[src/max_pool_2x2_scale_bias_defines.svh]
// ----------------------------------------------------------------------------
// max_pool_2x2_scale_bias assertion macros
// Shared concurrent assertion forms for the pooling block.
// ----------------------------------------------------------------------------
`ifndef MAX_POOL_2X2_SCALE_BIAS_DEFINES_SVH
`define MAX_POOL_2X2_SCALE_BIAS_DEFINES_SVH

// same-cycle implication
`define MP2_ASSERT(label, clk, rst, ante, cons) \
   label: assert property (@(posedge clk) disable iff (rst) (ante) |-> (cons)) \
      else $error("%m: check failed");

// next-cycle implication
`define MP2_ASSERT_NEXT(label, clk, rst, ante, cons) \
   label: assert property (@(posedge clk) disable iff (rst) (ante) |=> (cons)) \
      else $error("%m: check failed");

`endif

[src/mp2_pkg.sv]
// ----------------------------------------------------------------------------
// mp2_pkg
// Types and constants shared by the 2x2 max pool blocks.
// ----------------------------------------------------------------------------
package mp2_pkg;

   localparam int PIX_W       = 16;
   localparam int CSR_IDX_W   = 3;
   localparam int CSR_DATA_W  = 16;
   localparam int SIZE_W      = 11;
   localparam int QUEUE_DEPTH = 4;

   typedef logic signed [PIX_W-1:0] pix_type;

   typedef enum logic [CSR_IDX_W-1:0] {
      REG_MAP_WIDTH     = 3'd0,
      REG_MAP_HEIGHT    = 3'd1,
      REG_SCALE         = 3'd2,
      REG_BIAS          = 3'd3,
      REG_RECORD_WINNER = 3'd4
   } reg_index_type;

   // one pixel after the front classification
   typedef struct packed {
      pix_type pixel;
      pix_type left;
      logic    odd_row;
      logic    odd_col;
      logic    last_col;
      logic    last_row;
      logic    emit;
   } front_stage_type;

   // window in scan order r0c0, r1c0, r0c1, r1c1; padding is zero
   typedef struct packed {
      pix_type [3:0] px;
      logic          row_end;
      logic          frame_end;
   } win_type;

   typedef struct packed {
      logic [PIX_W-1:0] scale;
      logic [PIX_W-1:0] bias;
      logic             record_winner;
   } back_cfg_type;

endpackage

[src/mp2_back.sv]
// ----------------------------------------------------------------------------
// mp2_back
// Window maximum, scale multiply, bias, rounding and saturation.
// ----------------------------------------------------------------------------
`include "max_pool_2x2_scale_bias_defines.svh"

module mp2_back
   import mp2_pkg::*;
(
   input  logic         clock,
   input  logic         reset,
   input  back_cfg_type cfg,
   input  win_type      head,
   input  logic         empty,
   output logic         pop,
   output logic         rsp_valid,
   input  logic         rsp_stall,
   output pix_type      rsp_pooled_value,
   output logic         rsp_winner_row,
   output logic         rsp_winner_col,
   output logic         rsp_row_end,
   output logic         rsp_frame_end
);

   // stage 1: max and winner
   logic        s1_valid_ff, s1_valid_in;
   pix_type     s1_max_ff, s1_max_in;
   logic [1:0]  s1_idx_ff, s1_idx_in;
   logic        s1_row_end_ff, s1_frame_end_ff;
   // stage 2: product
   logic               s2_valid_ff, s2_valid_in;
   logic signed [31:0] s2_prod_ff;
   logic [1:0]         s2_idx_ff;
   logic               s2_row_end_ff, s2_frame_end_ff;
   // output register
   logic        out_valid_ff, out_valid_in;
   pix_type     out_value_ff, out_value_in;
   logic        out_row_ff, out_col_ff;
   logic        out_row_end_ff, out_frame_end_ff;

   logic        out_ready, s2_ready, s1_ready;
   pix_type     a_val, b_val;
   logic        a_sel, b_sel, ab_sel;
   logic signed [33:0] sum;
   logic signed [25:0] quot;

   assign out_ready = !out_valid_ff || !rsp_stall;
   assign s2_ready  = !s2_valid_ff || out_ready;
   assign s1_ready  = !s1_valid_ff || s2_ready;
   assign pop       = !empty && s1_ready;

   // first maximum wins: later entries replace only when strictly larger
   always_comb begin
      a_sel  = $signed(head.px[1]) > $signed(head.px[0]);
      a_val  = a_sel ? head.px[1] : head.px[0];
      b_sel  = $signed(head.px[3]) > $signed(head.px[2]);
      b_val  = b_sel ? head.px[3] : head.px[2];
      ab_sel = $signed(b_val) > $signed(a_val);
      s1_max_in = ab_sel ? b_val : a_val;
      s1_idx_in = ab_sel ? {1'b1, b_sel} : {1'b0, a_sel};
   end

   assign s1_valid_in  = s1_ready ? pop : s1_valid_ff;
   assign s2_valid_in  = s2_ready ? s1_valid_ff : s2_valid_ff;
   assign out_valid_in = out_ready ? s2_valid_ff : out_valid_ff;

   // Q16.16 sum, round half up, back to Q8.8
   always_comb begin
      sum  = 34'(s2_prod_ff) + $signed({{10{cfg.bias[PIX_W-1]}}, cfg.bias, 8'h00})
             + 34'sd128;
      quot = $signed(sum[33:8]);
      if (quot > 26'sd32767) begin
         out_value_in = 16'sh7fff;
      end else if (quot < -26'sd32768) begin
         out_value_in = 16'sh8000;
      end else begin
         out_value_in = $signed(quot[15:0]);
      end
   end

   always_ff @(posedge clock) begin
      if (reset) begin
         s1_valid_ff  <= 1'b0;
         s2_valid_ff  <= 1'b0;
         out_valid_ff <= 1'b0;
      end else begin
         s1_valid_ff  <= s1_valid_in;
         s2_valid_ff  <= s2_valid_in;
         out_valid_ff <= out_valid_in;
      end
   end

   always_ff @(posedge clock) begin
      if (pop) begin
         s1_max_ff       <= s1_max_in;
         s1_idx_ff       <= s1_idx_in;
         s1_row_end_ff   <= head.row_end;
         s1_frame_end_ff <= head.frame_end;
      end
      if (s1_valid_ff && s2_ready) begin
         s2_prod_ff      <= $signed(s1_max_ff) * $signed(cfg.scale);
         s2_idx_ff       <= s1_idx_ff;
         s2_row_end_ff   <= s1_row_end_ff;
         s2_frame_end_ff <= s1_frame_end_ff;
      end
      if (s2_valid_ff && out_ready) begin
         out_value_ff     <= out_value_in;
         out_row_ff       <= cfg.record_winner && s2_idx_ff[0];
         out_col_ff       <= cfg.record_winner && s2_idx_ff[1];
         out_row_end_ff   <= s2_row_end_ff;
         out_frame_end_ff <= s2_frame_end_ff;
      end
   end

   assign rsp_valid        = out_valid_ff;
   assign rsp_pooled_value = out_value_ff;
   assign rsp_winner_row   = out_row_ff;
   assign rsp_winner_col   = out_col_ff;
   assign rsp_row_end      = out_row_end_ff;
   assign rsp_frame_end    = out_frame_end_ff;

   `MP2_ASSERT(a_frame_end_is_row_end, clock, reset, rsp_valid && rsp_frame_end,
               rsp_row_end)

endmodule

[config.mk]
export PLATFORM = sky130hd
export DESIGN_NAME = mp2_back
export DESIGN_NICKNAME = d
export VERILOG_FILES = /design/src/mp2_pkg.sv /design/src/mp2_back.sv
export VERILOG_INCLUDE_DIRS = /design/src /design/src/src
export SDC_FILE = /design/constraint.sdc
export NUM_CORES = 1
export LEC_CHECK = 0
export ABC_AREA = 1
export BUFFER_PORTS_ARGS = -buffer_cell sky130_fd_sc_hd__buf_2
export CAP_MARGIN = 30
export CORE_ASPECT_RATIO = 0.9
export CORE_MARGIN = 4
export CORE_UTILIZATION = 45
export CTS_BUF_LIST = sky130_fd_sc_hd__clkbuf_8
export CTS_CLUSTER_DIAMETER = 80
export DETAILED_ROUTE_END_ITERATION = 10
export GPL_TIMING_DRIVEN = 0
export PLACE_DENSITY = 0.69
export SYNTH_ARGS = -nofsm -noshare
export SYNTH_HDL_FRONTEND = slang
export SYNTH_SLANG_ARGS = --single-unit
export TNS_END_PERCENT = 10
[constraint.sdc]
create_clock -name clock -period 18.95 [get_ports clock]
set_clock_uncertainty 0.1 [all_clocks]
set_input_delay 0.9475 -clock clock [delete_from_list [all_inputs] [get_ports clock]]
set_output_delay 0.9475 -clock clock [all_outputs]
set_load 0.03 [all_outputs]
Word level (Yosys, flattened, before mapping)
Cells that the tools add are included.
Word-level totals
  register bits after elaboration: 79
  bits of input ports: 103
  output and inout port bits: 22
  logic and storage cells: 42
Cells by class
  $lt $le $gt $ge: 5
  multiplexer cells: 5
  reductions and logical operators: 13
  add/subtract/negate cells: 2
  multipliers: 1
Operators with widths (number)
  $mux W16: 4
  $gt A16 B16 Y1: 3
  $add A33 B9 Y34 const B: 1
  $add A32 B24 Y33: 1
  $mul A16 B16 Y32: 1
  $gt A26 B16 Y1 const B: 1
  $lt A26 B16 Y1 const B: 1
  $logic_and A1 B1 Y1: 5
  $logic_not A1 Y1: 5
  $logic_or A1 B1 Y1: 3
  $mux W2: 1

Logic depth before layout (Yosys ltp)
  depth in word-level cells: 5
  gate-level depth with buffers: 29
  mapped depth without buffers: 27

Worst setup path after synthesis
OpenSTA, ideal clock, no wires.
  path kind: input to register
  from: input port cfg[22] (netlist bit)
  to: register s2_prod_ff[31], data pin
  buffers on the path: 2
  setup slack: 12.256 ns
  required time: 18.590 ns
  cell stages on the path: 22
  setup time: 0.260 ns
  arrival time: 6.334 ns
  path through: clkbuf_1 > clkbuf_1 > nand2_1 > fa_1 > inv_1 > fa_1 > fa_1 > fa_1 > fa_1 > inv_1 > fa_1 > inv_1 > ha_1 > nand2_1 > nor2_1 > inv_1 > nor2_1 > nor2_1 > nor3_1 > nor2_1 > nand2_1 > xor2_1
Between the ends
  word-level cells in the longest chain between the ends: 1
Ends and longest elaborated chain
  from (decl): RTL line mp2_back.sv:12  | input back_cfg_type cfg,
  $mul A16 B16 Y32: RTL line mp2_back.sv:101  | s2_prod_ff <= $signed(s1_max_ff) * $signed(cfg.scale);
  to (signal assigned): RTL line mp2_back.sv:101
  to (decl): RTL line mp2_back.sv:32  | logic signed [31:0] s2_prod_ff;
No other way between the ends.
A chain may end at the register's enable or synchronous reset.

Worst setup path after layout
  from: input port cfg[22] (netlist bit)
  to: register s2_prod_ff[29], data pin
The elaborated chain is that of the path after synthesis.

==> flow_summary.json <==
{
  "status": "complete, no violations",
  "synth.most_common_cell": "inv_1",
  "rows": 67,
  "max_stage_delay_ps": 990,
  "cts_num_sinks": 72,
  "drive_gt1_frac": 0.0772,
  "maxCapViolCount": 0,
  "port-buffer-count": 111,
  "rsz0062_at_grt": "false",
  "drt_iter0_drc": 1061,
  "cp_num_cells": 20,
  "overflow": 0,
  "totalWireLength_um": 46000,
  "clockBufferDepth": 2,
  "regToRegEndpoint": "s2_prod_ff[29]$_DFFE_PP_",
  "syn-cell-area_mm2": 0.0169,
  "ys_seq_area_frac": 0.126,
  "initial_core_util": 0.455,
  "yosys.area.top_type": "fa_1",
  "crit_type": "in2reg",
  "rr_worst_depth": 19,
  "fp.coreArea_mm2": 0.0371,
  "synth-main-ff-cell": "edfxtp_1",
  "critPathTopFamily": "adder cells",
  "drc": 0,
  "htreeDepth": 3,
  "ys_warn_count": 0,
  "worstPathMaxFanout": 10,
  "worst_path_max_delay_cell": "fa_1",
  "diodes": 0,
  "async_reset_ff_frac": 0,
  "maxSlewHeadroom": 0.439,
  "hold_depth": 0,
  "reg2reg_slack_ps": 12030,
  "synth_edf_count": 69,
  "antenna_left": 0,
  "cts_tree": "yes",
  "die-height_um": 192,
  "nets": 2907,
  "start_kind": "input pin",
  "grt.total_usage": 0.235,
  "avgSynthCellArea_um2": 7.45,
  "min_from": "s1_idx_ff[1]$_DFFE_PP_",
  "dp_cells": 2863,
  "synth_nets": 2782,
  "cp-end-kind": "flip-flop",
  "ios": 125,
  "hold_buffers": 0,
  "vias_per_cell": 4.99,
  "rr_startpoint": "s1_max_ff[15]$_DFFE_PP_",
  "whs_endpoint": "s2_idx_ff[1]$_DFFE_PP_",
  "synth.top_cells.by_count": "642 x inv_1, 588 x nand2_1, 262 x fa_1",
  "synth.area.top_cells": "fa_1 31%, inv_1 14%, nand2_1 13%",
  "hold_class": "reg2reg",
  "worst-slew-pin-transition_ps": 842,
  "synth-seq-cells": 72,
  "grt_pass1_vias": 14842,
  "fin_crit_sh": 0.394,
  "timing.critical_path.mode_cell": "fa_1",
  "dp_hpwl_um": 40400,
  "place_congestion": 0.964,
  "grt_max_degree": 26,
  "cts_buffers": 9,
  "die_width_um": 212,
  "layout.cells.non_filler": 2878,
  "setup_viol": 0,
  "synth_cell_types": 46,
  "cts_root_buf": "clkbuf_8",
  "cp_data_arrival_time_ps": 7520,
  "cts_setup_buffers": 0,
  "cp_cell_sequence": "clkbuf_1 > clkbuf_1 > nand2_1 > fa_1 > inv_1 > fa_1 > fa_1 > fa_1 > fa_1 > inv_1 > fa_1 > inv_1 > ha_1 > a21oi_1 > o21ai_0 > nand4_1 > nand3_1 > a21oi_1 > nand2_1 > xor2_1",
  "via_count": 14355,
  "finalCriticalPeriod_ps": 7470,
  "avgRoutedWirePerCell_um": 16.0,
  "slew_violations": 0,
  "critPathBufInv": 5,
  "antenna_found_initial": 0,
  "synthCells": 2266,
  "maxClockFrequency_mhz": 134,
  "ctsResizeCount": 0,
  "insertion_delay_ps": 410,
  "grt_pass1_wl_um": 75200,
  "crit_required_ps": 19000,
  "hold_viol": 0,
  "tns_ps": 0,
  "synth_top_area_share": 0.311,
  "area_growth_syn_to_layout_pct": 8.39,
  "first_pass_iters": 8,
  "die_area_mm2": 0.0407,
  "path_clk_slew_ps": 90
}
## layout make-up
cell class	instances	area (um^2)
Multi-Input combinational cell	1480	12000
Sequential cell	72	2130
Fill cell	3684	18800
Buffer	65	272
Inverter	649	2440
Timing Repair Buffer	114	613
Clock buffer	9	124
Clock inverter	6	68.8
Tap cell	483	604
## layout by cell type, fill, tap and decap left out, types with 3 or more instances in the layout
master,instances
dfxtp_1,3
nand2_1,588
nor3_1,13
a31oi_1,5
a21o_1,5
nand2_2,26
nor2_1,87
o21ai_0,28
edfxtp_1,69
inv_1,642
fa_1,262
ha_1,151
nand4_1,23
o21bai_1,7
nor2_2,7
xnor2_1,17
a21oi_1,73
nand3_1,99
clkbuf_8,9
clkbuf_1,59
or2_2,4
xor2_1,28
inv_2,4
nand3b_1,16
and2_1,19
buf_2,114
## worst reg2reg max path: stages (launching register included)
cell and delay (ps):
edfxtp_1 600, clkbuf_1 410, nand2_1 210, fa_1 610, inv_1 80, fa_1 990
fa_1 530, fa_1 490, fa_1 550, inv_1 50, fa_1 530, inv_1 50
ha_1 390, a21oi_1 220, o21ai_0 200, nand4_1 120, nand3_1 120, a21oi_1 140
nand2_1 120, xor2_1 160
## sequential cells by signal, summed over array words and instances, names as in the netlist, 2 cells and up
register and cells:
s2_idx_ff 2, s1_idx_ff 2, s1_max_ff 16, s2_prod_ff 25
rsp_pooled_value 16
## per-stage QoR
step / util / hold slack (ps) / area (um^2) / setup slack [ps]
floorplan: - / 300 / 16900 / 12260
global placement: 0.486 / 302 / 18000 / 11230
detailed placement: 0.488 / 308 / 18100 / 11140
CTS: 0.493 / 315 / 18300 / 11590
global route: 0.493 / 314 / 18300 / 11100
finish: 0.493 / 313 / 18300 / 11480
## cells by family (layout without fill, tap and decap cells)
kind of cell	after synthesis	count (layout)	share of synthesized area
buffers and inverters	714	843	0.161
DFF	72	72	0.126
xor gates and xnor gates	45	45	0.0233
adders and majority gates	413	413	0.423
and+or+nand+nor	892	892	0.225
AOI/OAI and AO/OA	130	130	0.0424
## per-layer routing
metal | vias to the layer above | part of all wire | GRT usage | routed length, um
li1 | 6937 | - | - | -
met1 | 6774 | 0.43 | 0.309 | 19600
met2 | 543 | 0.45 | 0.373 | 20500
met3 | 101 | 0.097 | 0.0733 | 4480
met4 | 0 | 0.032 | 0.0726 | 1460
met5 | - | 0 | 0 | 0
## worst max path at each step
stage	endpoint	startpoint
floorplan	s2_prod_ff[31]$_DFFE_PP_	cfg[22]
global route	s2_prod_ff[30]$_DFFE_PP_	cfg[22]
detailed placement	s2_prod_ff[29]$_DFFE_PP_	cfg[22]
CTS	s2_prod_ff[28]$_DFFE_PP_	cfg[22]
finish	s2_prod_ff[29]$_DFFE_PP_	cfg[22]
global placement	s2_prod_ff[25]$_DFFE_PP_	cfg[22]
Power is not shown: default switching activity piles up to over one toggle a cycle in this logic, so the estimate is an artifact.
