**config.mk**
```make
export PLATFORM = sky130hd
export DESIGN_NAME = mp2_queue
export DESIGN_NICKNAME = d
export VERILOG_FILES = /design/src/mp2_pkg.sv /design/src/mp2_queue.sv
export VERILOG_INCLUDE_DIRS = /design/src /design/src/src
export SDC_FILE = /design/constraint.sdc
export NUM_CORES = 1
export LEC_CHECK = 0
export BUFFER_PORTS_ARGS = -buffer_cell sky130_fd_sc_hd__buf_4
export CAP_MARGIN = 10
export CORE_ASPECT_RATIO = 0.9
export CORE_MARGIN = 5
export CORE_UTILIZATION = 50
export CTS_BUF_LIST = sky130_fd_sc_hd__clkbuf_16
export CTS_CLUSTER_DIAMETER = 50
export CTS_CLUSTER_SIZE = 12
export DETAILED_ROUTE_END_ITERATION = 10
export PLACE_DENSITY = 0.7
export SLEW_MARGIN = 20
export SYNTH_ARGS = -nofsm -noshare
export SYNTH_HDL_FRONTEND = slang
export SYNTH_SLANG_ARGS = --single-unit
```
**constraint.sdc**
```tcl
create_clock -name clock -period 2.4 [get_ports clock]
set_input_delay 0.48 -clock clock [delete_from_list [all_inputs] [get_ports clock]]
set_output_delay 0.48 -clock clock [all_outputs]
set_load 0.01 [all_outputs]
```
**src/max_pool_2x2_scale_bias_defines.svh**
```systemverilog
// ----------------------------------------------------------------------------
// max_pool_2x2_scale_bias assertion macros
// Shared concurrent assertion forms for the pooling block.
// ----------------------------------------------------------------------------
`ifndef MAX_POOL_2X2_SCALE_BIAS_DEFINES_SVH
`define MAX_POOL_2X2_SCALE_BIAS_DEFINES_SVH

// same-cycle implication
`define MP2_ASSERT(label, clk, rst, ante, cons) \
   label: assert property (@(posedge clk) disable iff (rst) (ante) |-> (cons)) \
      else $error("%m: check failed");

// next-cycle implication
`define MP2_ASSERT_NEXT(label, clk, rst, ante, cons) \
   label: assert property (@(posedge clk) disable iff (rst) (ante) |=> (cons)) \
      else $error("%m: check failed");

`endif

```
**src/mp2_pkg.sv**
```systemverilog
// ----------------------------------------------------------------------------
// mp2_pkg
// Types and constants shared by the 2x2 max pool blocks.
// ----------------------------------------------------------------------------
package mp2_pkg;

   localparam int PIX_W       = 16;
   localparam int CSR_IDX_W   = 3;
   localparam int CSR_DATA_W  = 16;
   localparam int SIZE_W      = 11;
   localparam int QUEUE_DEPTH = 4;

   typedef logic signed [PIX_W-1:0] pix_type;

   typedef enum logic [CSR_IDX_W-1:0] {
      REG_MAP_WIDTH     = 3'd0,
      REG_MAP_HEIGHT    = 3'd1,
      REG_SCALE         = 3'd2,
      REG_BIAS          = 3'd3,
      REG_RECORD_WINNER = 3'd4
   } reg_index_type;

   // one pixel after the front classification
   typedef struct packed {
      pix_type pixel;
      pix_type left;
      logic    odd_row;
      logic    odd_col;
      logic    last_col;
      logic    last_row;
      logic    emit;
   } front_stage_type;

   // window in scan order r0c0, r1c0, r0c1, r1c1; padding is zero
   typedef struct packed {
      pix_type [3:0] px;
      logic          row_end;
      logic          frame_end;
   } win_type;

   typedef struct packed {
      logic [PIX_W-1:0] scale;
      logic [PIX_W-1:0] bias;
      logic             record_winner;
   } back_cfg_type;

endpackage

```
**src/mp2_queue.sv**
```systemverilog
// ----------------------------------------------------------------------------
// mp2_queue
// Small FIFO of pooling windows between front and back.
// ----------------------------------------------------------------------------
`include "max_pool_2x2_scale_bias_defines.svh"

module mp2_queue
   import mp2_pkg::*;
#(
   parameter int DEPTH = 4
) (
   input  logic                       clock,
   input  logic                       reset,
   input  logic                       push,
   input  win_type                    push_data,
   input  logic                       pop,
   output win_type                    head,
   output logic                       empty,
   output logic [$clog2(DEPTH+1)-1:0] count
);

   localparam int AW = $clog2(DEPTH);
   localparam int QW = $clog2(DEPTH + 1);

   win_type         mem_ff [DEPTH];
   logic [AW-1:0]   wr_ptr_ff, wr_ptr_in;
   logic [AW-1:0]   rd_ptr_ff, rd_ptr_in;
   logic [QW-1:0]   count_ff, count_in;

   always_comb begin
      wr_ptr_in = wr_ptr_ff;
      rd_ptr_in = rd_ptr_ff;
      count_in  = count_ff;
      if (push) begin
         wr_ptr_in = (wr_ptr_ff == AW'(DEPTH - 1)) ? '0 : wr_ptr_ff + AW'(1);
      end
      if (pop) begin
         rd_ptr_in = (rd_ptr_ff == AW'(DEPTH - 1)) ? '0 : rd_ptr_ff + AW'(1);
      end
      if (push && !pop) begin
         count_in = count_ff + QW'(1);
      end else if (pop && !push) begin
         count_in = count_ff - QW'(1);
      end
   end

   always_ff @(posedge clock) begin
      if (reset) begin
         wr_ptr_ff <= '0;
         rd_ptr_ff <= '0;
         count_ff  <= '0;
      end else begin
         wr_ptr_ff <= wr_ptr_in;
         rd_ptr_ff <= rd_ptr_in;
         count_ff  <= count_in;
      end
   end

   always_ff @(posedge clock) begin
      if (push) begin
         mem_ff[wr_ptr_ff] <= push_data;
      end
   end

   assign head  = mem_ff[rd_ptr_ff];
   assign empty = (count_ff == '0);
   assign count = count_ff;

   `MP2_ASSERT(a_no_push_full, clock, reset, push, count_ff < QW'(DEPTH))
   `MP2_ASSERT(a_no_pop_empty, clock, reset, pop, count_ff != '0)

endmodule

```
## Yosys cells after proc, flatten, opt, wreduce, memory -nomap -nowiden

Memories as Yosys holds them, arrays and structs flattened. A register that Yosys moved wholly into a read port is not among the register bits.
Cells that the tools add are included.

- Reductions and logical operators: 6
- Add/subtract/negate cells: 4
- Eq/ne operators: 2
- Multiplexer cells: 8

Operators with widths:

| cell | number |
|---|---|
| 2-bit 2-to-1 mux | 4 |
| 3-bit 2-to-1 mux | 2 |
| 2-bit by 1-bit adder with 2-bit output, second input constant | 2 |
| 2-bit equality test, second input constant | 2 |
| 3-bit by 1-bit adder with 3-bit output, second input constant | 1 |
| 3-bit logical NOT | 1 |
| 3-bit by 1-bit subtractor with 3-bit output, second input constant | 1 |
| 1-bit logical AND | 2 |
| 1-bit logical NOT | 2 |
| 1-bit 2-to-1 mux | 2 |
| 2-bit nonzero test | 1 |

- Input bits: 70
- Bits in writable memories: 264
- Memories kept: 1
- Register bits after elaboration: 7
- Output and inout port bits: 70

Memories:

| memory | depth | bits a word | read ports | clocked after memory_dff | write ports | RTL line | source |
|---|---|---|---|---|---|---|---|
| mem_ff | 4 | 66 | 1 | 1 | 1 | mp2_queue.sv:25 | `win_type mem_ff [DEPTH];` |

## Depth between registers and ports, before layout

- Word-level depth: 4
- Depth in mapped cells: 7
- Depth with buffers taken out: 7

## Least setup slack after synthesis

No wires, ideal clock.

- Path type: register -> register
- From: register wr_ptr_ff[0]
- To: memory mem_ff[3][0] in the netlist's numbering, enable pin
- Cell stages (with the launch flop): 3
- Slack: -129 ps
- Data required time: 1969 ps
- Path buffers: 0
- Clock period less this slack: 2529 ps
- Data arrival time: 2099 ps
- Cells stage by stage: dfxtp_1 ha_1 and2_1

RTL lines:

| element | RTL line | source |
|---|---|---|
| start: declaration | mp2_queue.sv:26 | `logic [AW-1:0] wr_ptr_ff, wr_ptr_in;` |
| start signal: assignment | mp2_queue.sv:53 | `wr_ptr_ff <= wr_ptr_in;` |
| end: declaration | mp2_queue.sv:25 |  |

Straight into the memory's write port.

==> impl_summary.txt <==
----------------------------------------------------
[Yosys]
  Post-synthesis area per instance ... 25.7 sq um
  Netlist Area Pre-Place ... 0.00995 sq mm
  Number of distinct library cell variants in the gate-level netlist after synthesis ... 19
  Yosys warning count ... 0
  Async set-or-reset flop fraction in the synthesized netlist ... 0%
  Most instantiated library cell after synthesis ... sky130_fd_sc_hd__edfxtp_1
  Mapped Cells ... 387
  Number of enable flip-flop cells after synthesis ... 264
  Most area-hungry cell type in the Yosys netlist ... sky130_fd_sc_hd__edfxtp_1
  Cell types occupying the most area after synthesis ... sky130_fd_sc_hd__edfxtp_1 (80%), sky130_fd_sc_hd__mux4_2 (15%), sky130_fd_sc_hd__dfxtp_1 (1.8%)
  Commonest cells post-synth ... sky130_fd_sc_hd__edfxtp_1 (264), sky130_fd_sc_hd__mux4_2 (66), sky130_fd_sc_hd__dfxtp_1 (9)
  Dominant register cell in the synthesized netlist ... sky130_fd_sc_hd__edfxtp_1
  Synthesized Nets ... 464
  Flip-flop and latch count after synthesis ... 273
  Portion of synthesized cell area occupied by the leading cell type ... 79.7%
  Sequential cell area fraction in the yosys report ... 81.5%

[Placed design]
  Count of placed standard cells including taps ... 779
  Final RePlAce weighted congestion ... 0.715
  Port Buffer Count ... 139
  HPWL after DPL ... 10.7 mm

[Pwr]
  Combinational share of power ... 10.8%
  Share of total power in the clock network ... 38.3%
  Power consumption ... 10.8 mW
  Switching power share of the total ... 20.7%
  IR Drop Worst-Case VDD ... 0.585 mV
  Ratio of total power to cell area ... 857 mW/mm^2
  Internal cell power ... 8.60 mW
  Total leakage power ... 4.39 nW
  Sequential group share of total power ... 50.9%
  Net switching power ... 2.25 mW

[Critical path]
  Master of the slowest instance on the critical path ... sky130_fd_sc_hd__mux4_2
  Critical Path Max Stage Delay ... 0.55 ns
  Critical path required time ... 1.92 ns
  Endpoint kind of the worst setup timing path ... primary output
  Endpoint arrival time on the critical path ... 1.94 ns
  Startpoint-to-endpoint class of the critical path ... register to primary output
  Crit-path cells ... buf_12, buf_16, mux4_2, buf_6
  Setup crit start kind ... register
  Maximum fanout along the worst path ... 8

[Global routing]
  Met1 Track Usage GR ... 21.8%
  Total congestion overflow after global routing ... 0
  Number of antenna violations at the first check in global routing ... 0
  Via count of the first global-routing pass ... 4973
  Overall routing resource usage ... 16.0%
  Pin count of the biggest net entering global routing ... 67
  Peak-usage layer in the global routing report ... met2
  Met3 demand-to-capacity share in global routing ... 3.61%
  Wire length of the first global-routing pass ... 28.3 mm
  Met2 usage ... 26.9%

[Timing]
  Hold violation count in the final report ... 0
  Upper clock frequency limit ... 413 MHz
  Count of final max-slew check failures ... 0
  Setup repair after global routing missed its margin ... true
  Total of endpoints with negative setup slack in the final report ... 10
  Slew headroom ... 63.2%
  Worst-case clock skew ... 0.00942 ns
  Minimum clock period after layout ... 2.42 ns
  Portion of the clock cycle consumed by the worst path in the final layout ... 101%
  Slew @ Worst Pin ... 0.552 ns
  Final setup margin ... -0.0214 ns
  Setup_tns ... -0.0937 ns

[Clock tree]
  TritonCTS clock tree ... built
  Insertion delay to the later sink of the worst-skew pair ... 0.52 ns
  Number of buffers created by CTS ... 29
  Sink count of the clock tree ... 273
  Maximum buffer depth of the clock tree ... 3
  Clock transition at path regs ... 0.06 ns
  Clock tree root buffer cell ... sky130_fd_sc_hd__clkbuf_16
  Maximum level of the CTS H-tree ... 1
  Hold buffer count at cts ... 0

[Routing]
  Drt wl/cell ... 22.2 microns
  Wire length after detailed routing ... 18.6 mm
  DRC violation count after routing ... 0
  Antenna viol nets, final ... 0
  Number of vias in the routed layout ... 4596
  Violation count after the first detailed-routing iteration ... 268
  DR vias/cell ... 5.47
  Detailed Routing Iterations Pass 1 ... 6

[Layout]
  Utilization of the core after routing ... 63.9%
  Fillcell total ... 1302
  Share of post-route cells with drive strength above 1 ... 46.5%
  Post-synthesis to final-layout area growth ... 27.2%
  Number of standard cells in the layout, taps in and fillers out ... 840
  Ant. Diodes ... 0
  Net count of the finished layout ... 643

[Floorplanning]
  Floorplan die height ... 144 microns
  Die width ... 159 microns
  Initial core utilization ... 50.2%
  Floorplan row count ... 49
  Die area ... 0.0228 sq mm
  Io pins ... 140
  Area of the placeable core ... 0.0198 sq mm

[Outcome]
  Failing checks ... negative setup slack
  Status ... finished with violations

[Job]
  Number of max-cap violations ... 0

[Hold path]
  Class of the tightest hold or removal check ... input port to register

----------------------------------------------------
[power groups by stage]
stage / Clock (mW) / Sequential, mW / Combinational, mW
finish: 4.16 / 5.52 / 1.17
CTS: 4.27 / 5.52 / 1.14
global placement: 0 / 5.61 / 1.02
global route: 4.49 / 5.53 / 1.26
detailed placement: 0 / 5.63 / 1.04
floorplan: 0 / 5.61 / 0.523
[registers in the layout, summed over array words and instances (netlist names), named ones only]
signal	cells
mem_ff	264
count	3
rd_ptr_ff	2
wr_ptr_ff	2
[worst max-delay path, delay by kind of cell, from the launching register on]
family | cells | cell delay (ns)
flops | 1 | 0.39
mux | 1 | 0.55
buf+inv | 3 | 0.47
[logic make-up (layout without fill, tap and decap cells)]
logic type	count (synthesis)	count (layout)	synth area share (%)
XOR/XNOR	2	2	0.176
flip-flops	273	273	81.5
AO/OA/AOI/OAI	3	3	0.151
multiplexers	70	70	15.3
AND/OR/NAND/NOR	14	14	0.704
adder cells (fa/ha/maj)	7	7	0.956
buffers and inverters	18	216	1.19
[per-layer routing]
| metal | routed length (microns) | vias up |
|---|---|---|
| met3 | 1160 | 27 |
| met1 | 8070 | 2406 |
| met5 | 0 | - |
| met4 | 238 | 0 |
| li1 | - | 2018 |
| met2 | 9170 | 145 |
[stage by stage]
| step | setup slack [ns] | instance area [sq um] | hold WS (ns) |
|---|---|---|---|
| after floorplan | 0.586 | 9960 | 0.492 |
| after CTS | -0.0498 | 12500 | 0.127 |
| after global routing | -0.0928 | 12700 | 0.127 |
| after global placement | 0.395 | 11400 | 0.485 |
| after detailed placement | 0.389 | 11400 | 0.511 |
| final | -0.0214 | 12700 | 0.151 |
[cell type report]
cell class | count | area [sq um] | area share (%)
Clock buffer | 29 | 726 | 5.73
Clock inverter | 21 | 175 | 1.38
Inverter | 4 | 15.0 | 0.119
Multi-Input combinational cell | 96 | 1730 | 13.7
Sequential cell | 273 | 8120 | 64.1
Tap cell | 255 | 319 | 2.52
Timing Repair Buffer | 162 | 1570 | 12.4
[what timing repair did]
item | in CTS | in global routing
cloned | 3 | 2
setup endpoints to repair | 59 | 64
resized for setup | 28 | 24
setup buffers | 5 | 1
[cells in the final DEF (no fill, tap or decap)]
master / synthesis / layout
sky130_fd_sc_hd__clkinv_2: 0 / 3
sky130_fd_sc_hd__xor2_1: 2 / 2
sky130_fd_sc_hd__buf_4: 2 / 104
sky130_fd_sc_hd__nor2_1: 7 / 7
sky130_fd_sc_hd__or3_1: 1 / 1
sky130_fd_sc_hd__buf_12: 0 / 3
sky130_fd_sc_hd__ha_1: 6 / 6
sky130_fd_sc_hd__clkinvlp_4: 0 / 1
sky130_fd_sc_hd__bufbuf_16: 0 / 1
sky130_fd_sc_hd__and2_4: 0 / 4
sky130_fd_sc_hd__o21ai_0: 1 / 1
sky130_fd_sc_hd__buf_16: 0 / 4
sky130_fd_sc_hd__nor3_1: 1 / 1
sky130_fd_sc_hd__mux4_2: 66 / 66
sky130_fd_sc_hd__a21oi_1: 2 / 2
sky130_fd_sc_hd__fa_1: 1 / 1
sky130_fd_sc_hd__nor3b_1: 1 / 1
sky130_fd_sc_hd__inv_6: 0 / 2
sky130_fd_sc_hd__bufinv_16: 0 / 3
sky130_fd_sc_hd__clkbuf_16: 0 / 31
sky130_fd_sc_hd__buf_6: 5 / 48
sky130_fd_sc_hd__mux2i_1: 4 / 4
sky130_fd_sc_hd__dfxtp_4: 0 / 2
sky130_fd_sc_hd__inv_1: 4 / 16
sky130_fd_sc_hd__dfxtp_1: 9 / 7
sky130_fd_sc_hd__edfxtp_1: 264 / 264
[path summary, 6_finish.rpt]
check / start / endpoint / slack [ns] / cells past startpoint
min: push_data[64] / mem_ff[2][64]$_DFFE_PP_ / 0.15 / 1
max: register / head[53] / -0.02 / 4
max reg2reg: wr_ptr_ff[0]$_SDFFE_PP0P_ / mem_ff[2][7]$_DFFE_PP_ / 0.81 / 4
min reg2reg: count[2]$_SDFFE_PP0P_ / count[2]$_SDFFE_PP0P_ / 0.52 / 2
No activity file was read; power rests on OpenSTA's default activity.
